**config.mk**
```make
export PLATFORM = sky130hd
export DESIGN_NAME = mbg_ctrl
export DESIGN_NICKNAME = d
export VERILOG_FILES = /design/src/mbg_pkg.sv /design/src/mbg_ctrl.sv
export SDC_FILE = /design/constraint.sdc
export NUM_CORES = 1
export LEC_CHECK = 0
export BUFFER_PORTS_ARGS = -buffer_cell sky130_fd_sc_hd__buf_4
export CORE_AREA = 2 2 39 41
export CTS_BUF_LIST = sky130_fd_sc_hd__clkbuf_4 sky130_fd_sc_hd__clkbuf_8 sky130_fd_sc_hd__clkbuf_16
export DETAILED_ROUTE_END_ITERATION = 8
export DIE_AREA = 0 0 41 43
export PLACE_DENSITY = 0.73
export SLEW_MARGIN = 15
export SYNTH_ARGS = -nofsm -noshare
export SYNTH_HDL_FRONTEND = slang
export SYNTH_SLANG_ARGS = --single-unit
```
**constraint.sdc**
```tcl
create_clock -name clk -period 1.25 [get_ports clk]
set_input_delay 0.0625 -clock clk [delete_from_list [all_inputs] [get_ports clk]]
set_output_delay 0.0625 -clock clk [all_outputs]
set_load 0.005 [all_outputs]
```
**src/mbg_pkg.sv**
```systemverilog
// Shared types, codes and helper functions for the maze backtracker generator.
package mbg_pkg;

    // Item kinds on the command port.
    localparam logic [1:0] KIND_START = 2'd0;
    localparam logic [1:0] KIND_STEP  = 2'd1;
    localparam logic [1:0] KIND_READ  = 2'd2;

    // Result action codes; codes below ACT_BACK are the carved direction.
    localparam logic [2:0] ACT_BACK = 3'd4;
    localparam logic [2:0] ACT_DONE = 3'd5;
    localparam logic [2:0] ACT_INFO = 3'd6;

    // Directions, in the order neighbours are examined.
    localparam logic [1:0] DIR_N = 2'd0;
    localparam logic [1:0] DIR_E = 2'd1;
    localparam logic [1:0] DIR_S = 2'd2;
    localparam logic [1:0] DIR_W = 2'd3;

    // Configuration register indexes.
    localparam logic CFG_ROWS = 1'b0;
    localparam logic CFG_COLS = 1'b1;

    localparam int CFG_W = 6;
    localparam int RND_W = 16;

    typedef enum logic [3:0] {
        ST_INIT,
        ST_IDLE,
        ST_CLEAR,
        ST_PROBE,
        ST_TALLY,
        ST_PICK,
        ST_MOVE,
        ST_POP,
        ST_READ,
        ST_REPLY
    } ctrl_state_t;

    typedef struct packed {
        logic load;
        logic restart;
        logic sweep;
        logic probe;
        logic pick;
        logic move;
        logic pop_rd;
        logic pop_ld;
        logic finish;
        logic rd_cell;
        logic respond;
    } ctrl_cmd_t;

    typedef struct packed {
        logic sweep_last;
        logic probe_last;
        logic finished;
        logic has_move;
        logic stack_empty;
    } dp_stat_t;

    // Remainder of a 16-bit word by three: base-4 digits are summed twice,
    // since four is one more than a multiple of three.
    function automatic logic [1:0] mod3_16(input logic [RND_W-1:0] v);
        logic [4:0] s1;
        logic [2:0] s2;
        logic [1:0] r;
        s1 = 5'd0;
        for (int i = 0; i < RND_W / 2; i++)
        begin
            s1 = s1 + {3'd0, v[2*i +: 2]};
        end
        s2 = {1'b0, s1[1:0]} + {1'b0, s1[3:2]} + {2'd0, s1[4]};
        case (s2)
            3'd0, 3'd3, 3'd6: r = 2'd0;
            3'd1, 3'd4, 3'd7: r = 2'd1;
            default:          r = 2'd2;
        endcase
        return r;
    endfunction

endpackage

```
**src/mbg_ctrl.sv**
```systemverilog
// Controller state machine that sequences start, step and read words.
module mbg_ctrl (
    input  logic                clk,
    input  logic                rst_n,
    input  logic                start,
    input  logic [1:0]          kind,
    input  mbg_pkg::dp_stat_t   stat,
    output logic                busy,
    output mbg_pkg::ctrl_cmd_t  cmd
);

    mbg_pkg::ctrl_state_t state_reg;
    mbg_pkg::ctrl_state_t state_next;

    always_ff @(posedge clk or negedge rst_n)
    begin
        if (!rst_n)
        begin
            state_reg <= mbg_pkg::ST_INIT;
        end
        else
        begin
            state_reg <= state_next;
        end
    end

    assign busy = (state_reg != mbg_pkg::ST_IDLE);

    always_comb
    begin
        state_next = state_reg;
        cmd        = '0;
        case (state_reg)
            mbg_pkg::ST_INIT:
            begin
                cmd.sweep = 1'b1;
                if (stat.sweep_last)
                begin
                    state_next = mbg_pkg::ST_IDLE;
                end
            end
            mbg_pkg::ST_IDLE:
            begin
                if (start)
                begin
                    cmd.load = 1'b1;
                    case (kind)
                        mbg_pkg::KIND_START:
                        begin
                            cmd.restart = 1'b1;
                            state_next  = mbg_pkg::ST_CLEAR;
                        end
                        mbg_pkg::KIND_STEP:
                        begin
                            if (stat.finished)
                            begin
                                cmd.finish = 1'b1;
                                state_next = mbg_pkg::ST_REPLY;
                            end
                            else
                            begin
                                state_next = mbg_pkg::ST_PROBE;
                            end
                        end
                        mbg_pkg::KIND_READ:
                        begin
                            state_next = mbg_pkg::ST_READ;
                        end
                        default:
                        begin
                            state_next = mbg_pkg::ST_REPLY;
                        end
                    endcase
                end
            end
            mbg_pkg::ST_CLEAR:
            begin
                cmd.sweep = 1'b1;
                if (stat.sweep_last)
                begin
                    state_next = mbg_pkg::ST_REPLY;
                end
            end
            mbg_pkg::ST_PROBE:
            begin
                cmd.probe = 1'b1;
                if (stat.probe_last)
                begin
                    state_next = mbg_pkg::ST_TALLY;
                end
            end
            mbg_pkg::ST_TALLY:
            begin
                // The last neighbour's visited bit lands in this cycle.
                state_next = mbg_pkg::ST_PICK;
            end
            mbg_pkg::ST_PICK:
            begin
                cmd.pick   = 1'b1;
                state_next = mbg_pkg::ST_MOVE;
            end
            mbg_pkg::ST_MOVE:
            begin
                if (stat.has_move)
                begin
                    cmd.move   = 1'b1;
                    state_next = mbg_pkg::ST_REPLY;
                end
                else if (!stat.stack_empty)
                begin
                    cmd.pop_rd = 1'b1;
                    state_next = mbg_pkg::ST_POP;
                end
                else
                begin
                    cmd.finish = 1'b1;
                    state_next = mbg_pkg::ST_REPLY;
                end
            end
            mbg_pkg::ST_POP:
            begin
                cmd.pop_ld = 1'b1;
                state_next = mbg_pkg::ST_REPLY;
            end
            mbg_pkg::ST_READ:
            begin
                cmd.rd_cell = 1'b1;
                state_next  = mbg_pkg::ST_REPLY;
            end
            mbg_pkg::ST_REPLY:
            begin
                cmd.respond = 1'b1;
                state_next  = mbg_pkg::ST_IDLE;
            end
            default:
            begin
                state_next = mbg_pkg::ST_IDLE;
            end
        endcase
    end

endmodule

```
==> impl_metrics.ini, run 1 <==
[routing]
first_pass_iters = 4
drc = 0
drt_iter0_drc = 4
top_layer = met4
met2_wirelength_um = 1221
met1Wirelength_um = 773
met3_length_um = 163
vias = 661
routed_wl_um = 2322
avgViaCountPerCell = 5.508
antenna_left = 0
wl_per_cell_um = 19.35

[sta]
rsz0062_at_grt = yes
finClkSkew_ps = 14.58
final-hold-violation-count = 0
tightestPinTransition_ps = 500.8
fin_ws_ps = -431.8
tns_ps = -3613
fmax_mhz = 594.6
slew_viol_final = 0
setup_viol = 16
period_share = 1.345
relSlewSlack = 0.6662
layout_min_cycle_time_ps = 1682

[global_routing]
grt_pass1_vias = 670
overflow = 0
grt_pass1_wl_um = 2691
antenna_found_initial = 0
grtUsageTotal = 0.2392
grt_max_degree = 7

[power]
power_frac_seq = 0.117
p_sw_w = 0.001090
p_clk_frac = 0.070
power.internal_w = 0.001509
power_frac_comb = 0.813
swShare = 0.4192
leakagePower_nw = 0.4868
peakVddDrop_mv = 1.381
power.density_nw_per_um2 = 2461

[critical_path]
required_ps = 1190
r2r_cells = 5
arrival_ps = 1620
r2r_slack_ps = -340
cp.buffers_inverters = 1
r2r_start = state_reg[1]
crit_fanout = 4
max_stage_delay_ps = 450
start_kind = register
crit_type = reg2out
cp-end-kind = output port
crit_slowest_cell = dfrtp_2
r2r_end = state_reg[1]
crit_family = simple AND/OR/NAND/NOR gates
path_cells = nor4b_4, nand2_2, nor2_2, a32o_2, buf_4

[place]
gp_congestion = 0.8172
place_area_um2 = 671.9
hpwl_um = 1072
io_buffers = 21

[clock_tree]
htree_levels = 1
cts_buffers = 3
cts_buffer_depth = 2
cts_tree = done
clk_pin_slew_ps = 50
cts_sinks = 4
clk_latency_ps = 260
cts-root-buf = clkbuf_4

[synthesis]
yosysUniqueCellTypes = 26
avgSynthCellArea_um2 = 7.644
netlist_area_um2 = 420.4
syn-num-nets = 65
ys_ff_latch = 4
yosysWarnings = 0
synth_cells = 55
ys_seq_area_frac = 0.2381

[final_layout]
area_growth_pct = 151.2
final_common_cell = buf_4
antenna_cells = 0
nets = 116
fillers = 83
largest_register_ffs = 4
final_design_area_no_fill_um2 = 1056
final_cell_mix = 33 x buf_4, 16 x buf_6, 5 x nor2_2, 5 x nor2_1
drive_above_1_share = 0.8269
finish.utilization = 0.7631

[floorplanning]
rows = 14
dieWidth_um = 41
fp.dieH_um = 43
start_util = 0.3038
ios = 22
coreArea_um2 = 1384
dieArea_um2 = 1763

[min_path]
worstHoldPathCells = 3
min_from = stat[4]
hold_class = in2reg
holdPathEnd = state_reg[0]

[status]
run_status = finished, violations left
violations = negative setup slack

[run]
max-cap-violations = 0
[worst max-delay path by stage]
stage	slack (ps)	start	cells past startpoint	to
after CTS	-270	state_reg[2]	5	cmd[1]
final	-430	state_reg[1]	5	cmd[2]
after global placement	-180	state_reg[1]	4	state_reg[1]
after global routing	-510	state_reg[1]	5	cmd[2]
after floorplan	-80	state_reg[1]	4	state_reg[1]
after detailed placement	-210	state_reg[1]	4	state_reg[1]
[timing repair]
action	CTS	global route
pin swaps	7	11
resized for setup	30	29
buffers inserted	10	4
hold buffers	1	0
endpoints found under the setup margin	15	16
endpoints found under the hold margin	4	0
[through the flow]
step / std cells / power [W] / hold WS (ps) / worst slack (ps)
3_3_place_gp: 103 / 0.001250 / -139.4 / -183.0
3_5_place_dp: 103 / 0.001296 / -134.9 / -211.3
5_1_grt: 120 / 0.002705 / 125.9 / -514.9
4_1_cts: 117 / 0.002091 / 106.4 / -270.2
6_report: 120 / 0.002599 / 111.8 / -431.8
2_1_floorplan: 55 / 0.0008143 / -233.1 / -78.41
[tightest hold or removal path: cells and delay by family]
| kind | cells | cell delay (ps) |
|---|---|---|
| buffers and inverters | 1 | 90 |
| AOI/OAI and AO/OA | 1 | 130 |
| and+or+nand+nor | 1 | 40 |
[layout make-up]
| class | instances | area, µm² | area share |
|---|---|---|---|
| clock buffer | 3 | 22.52 | 0.02133 |
| inverter | 3 | 13.76 | 0.01303 |
| tap | 16 | 20.02 | 0.01896 |
| timing repair buffer | 50 | 437.9 | 0.4147 |
| sequential | 4 | 105.1 | 0.09953 |
| multi-input combinational | 44 | 456.7 | 0.4325 |
[layer usage]
metal	vias up	GRT usage
met5	-	0
met4	0	0.2467
met3	16	0.06806
met2	31	0.3750
met1	319	0.2190
li1	295	-
[cell usage after synthesis, drive strengths merged]
| master | count | area [µm²] |
|---|---|---|
| nor2 | 11 | 41.29 |
| nor3 | 8 | 45.04 |
| nand2 | 5 | 18.77 |
| buf | 4 | 38.78 |
| dfrtp | 4 | 100.1 |
| a21oi | 3 | 15.01 |
| inv | 3 | 11.26 |
| or2b | 2 | 18.77 |
| a221oi | 1 | 8.760 |
| a2bb2oi | 1 | 8.760 |
| a31oi | 1 | 6.260 |
| a32o | 1 | 11.26 |
| and2b | 1 | 7.510 |
| mux2 | 1 | 11.26 |
| mux2i | 1 | 10.01 |
| nand2b | 1 | 6.260 |
| nand3b | 1 | 7.510 |
| nor4b | 1 | 15.01 |
| o21bai | 1 | 7.510 |
| o31ai | 1 | 7.510 |
| o32ai | 1 | 8.760 |
| or3 | 1 | 6.260 |
| xnor2 | 1 | 8.760 |
[power groups by stage]
stage	Clock (W)	Sequential, W	Combinational, W
after floorplan	0	0.000223	0.000591
after global placement	0	0.000260	0.000991
after detailed placement	0	0.000266	0.00103
after CTS	0.000176	0.000281	0.00163
after global routing	0.000190	0.000307	0.00221
final	0.000182	0.000305	0.00211
[kinds of logic (layout without fill, tap and decap cells)]
group           after synthesis  in the layout  synth area share
mux                           2              2           0.05059
flops                         4              4            0.2381
compound gates               10             10            0.1756
simple gates                 31             31            0.3959
buf+inv                       7             56            0.1190
xor+xnor                      1              1           0.02084
No activity file was read; power rests on OpenSTA's default activity.
==> run 2, diff against run 1 <==
Settings changed: MAX_ROUTING_LAYER set to met4, SKIP_CTS_REPAIR_TIMING set to 1.
==> run 2 against run 1 <==
Effect of this change:
- the run still ends with negative setup slack left
- flip-flop and latch count did not move
- routed wire length fell by 26%
- power fell by 20%
- fmax rose by 6.0%
- final cell count fell by 4.2%
- non-clock buffer count fell by 5
- critical path depth did not move
- register-to-register slack improved by 50 ps
- die area did not move
- critical path type unchanged
- critical endpoint unchanged
- highest routed layer unchanged
==> impl_metrics.ini, run 2 (same netlist as run 1, synthesis figures left out) <==
[critical_path]
path_cells = nor4b_4, nand2_2, nor2_1, a32o_2, buf_4
max_stage_delay_ps = 450
r2r_end = state_reg[1]
crit_family = simple AND/OR/NAND/NOR gates
required_ps = 1190
cp-end-kind = output port
cp.buffers_inverters = 1
crit_slowest_cell = dfrtp_2
crit_fanout = 5
crit_type = reg2out
r2r_cells = 4
r2r_slack_ps = -290
start_kind = register
r2r_start = state_reg[1]
arrival_ps = 1520

[sta]
setup_viol = 16
slew_viol_final = 0
finClkSkew_ps = 13.27
tightestPinTransition_ps = 289.2
worst_hold_slack_ps = 105.3
fmax_mhz = 630.5
period_share = 1.269
final-hold-violation-count = 0
fin_ws_ps = -336.0
layout_min_cycle_time_ps = 1586
tns_ps = -3029
relSlewSlack = 0.8064
rsz0062_at_grt = yes

[routing]
vias = 582
drt_iter0_drc = 14
first_pass_iters = 4
routed_wl_um = 1714
drc = 0
avgViaCountPerCell = 5.061
wl_per_cell_um = 14.90
antenna_left = 0

[global_routing]
antenna_found_initial = 0
grt_max_degree = 9
grt_pass1_wl_um = 1987
grtUsageTotal = 0.1727
grt_pass1_vias = 527
overflow = 0

[clock_tree]
clk_latency_ps = 250
cts_buffers = 3
cts_buffer_depth = 2
clk_pin_slew_ps = 50
htree_levels = 1
cts_sinks = 4
cts_tree = done
cts-root-buf = clkbuf_4

[floorplanning]
rows = 14
dieWidth_um = 41
ios = 22
fp.dieH_um = 43
start_util = 0.3038
coreArea_um2 = 1384
dieArea_um2 = 1763

[min_path]
holdPathEnd = state_reg[0]
hold_class = in2reg
worstHoldPathCells = 3
min_from = stat[4]

[final_layout]
antenna_cells = 0
finish.utilization = 0.6591
final_common_cell = buf_4
drive_above_1_share = 0.7273
fin_cells = 115
largest_register_ffs = 4
area_growth_pct = 117.0
nets = 111
final_cell_mix = 32 x buf_4, 11 x buf_6, 7 x nor2_1

[place]
hpwl_um = 1072
numPlacedInstances = 103
gp_congestion = 0.8293
io_buffers = 21
place_worst_setup_slack_ps = -211.3

[status]
run_status = finished, violations left
violations = negative setup slack

[run]
max-cap-violations = 0

[power]
leakagePower_nw = 0.4419
peakVddDrop_mv = 1.025
power.density_nw_per_um2 = 2267
-- run 2: cell types whose count changed in the layout (fill, tap and decap cells not counted), sizes merged --
| cell | delta |
|---|---|
| buf | -5 |
-- run 2: final cells by class --
| type | instances | area, µm² |
|---|---|---|
| clock buffer | 3 | 22.52 |
| multi-input combinational | 44 | 359.1 |
| sequential | 4 | 105.1 |
| fill | 110 | 471.7 |
| inverter | 3 | 11.26 |
| tap | 16 | 20.02 |
| timing repair buffer | 45 | 394.1 |
-- run 2: worst min-delay path, stage by stage --
cell,delay [ps]
buf_4,90
nor3_1,40
o21bai_1,130
-- run 2: metal layers --
| metal | track usage | wire (µm) |
|---|---|---|
| met1 | 0.1667 | 651 |
| met2 | 0.2719 | 964 |
| met3 | 0.03665 | 52 |
| met4 | 0.1467 | 45 |
| met5 | - | 0 |
-- run 2: metrics by stage --
stage | total power (W) | instance area (µm²)
after global routing | 0.002184 | 912.1
after CTS | 0.001474 | 694.4
after detailed placement | 0.001296 | 671.9
after floorplan | 0.0008143 | 420.4
after global placement | 0.001250 | 671.9
final | 0.002068 | 912.1
-- run 2: worst max-delay path by stage --
| stage | endpoint | slack (ps) | cells past startpoint | startpoint |
|---|---|---|---|---|
| floorplan | state_reg[1] | -80 | 4 | state_reg[1] |
| global placement | state_reg[1] | -180 | 4 | state_reg[1] |
| detailed placement | state_reg[1] | -210 | 4 | state_reg[1] |
| CTS | cmd[2] | -440 | 5 | state_reg[1] |
| global route | cmd[2] | -430 | 5 | state_reg[3] |
| finish | cmd[2] | -340 | 5 | state_reg[3] |
-- run 2: power by group --
group | internal [W] | switching (W) | leakage [nW]
Sequential | 0.000191 | 0.000116 | 0.0452
Combinational | 0.000956 | 0.000630 | 0.383
Clock | 0.000108 | 0.0000669 | 0.0138
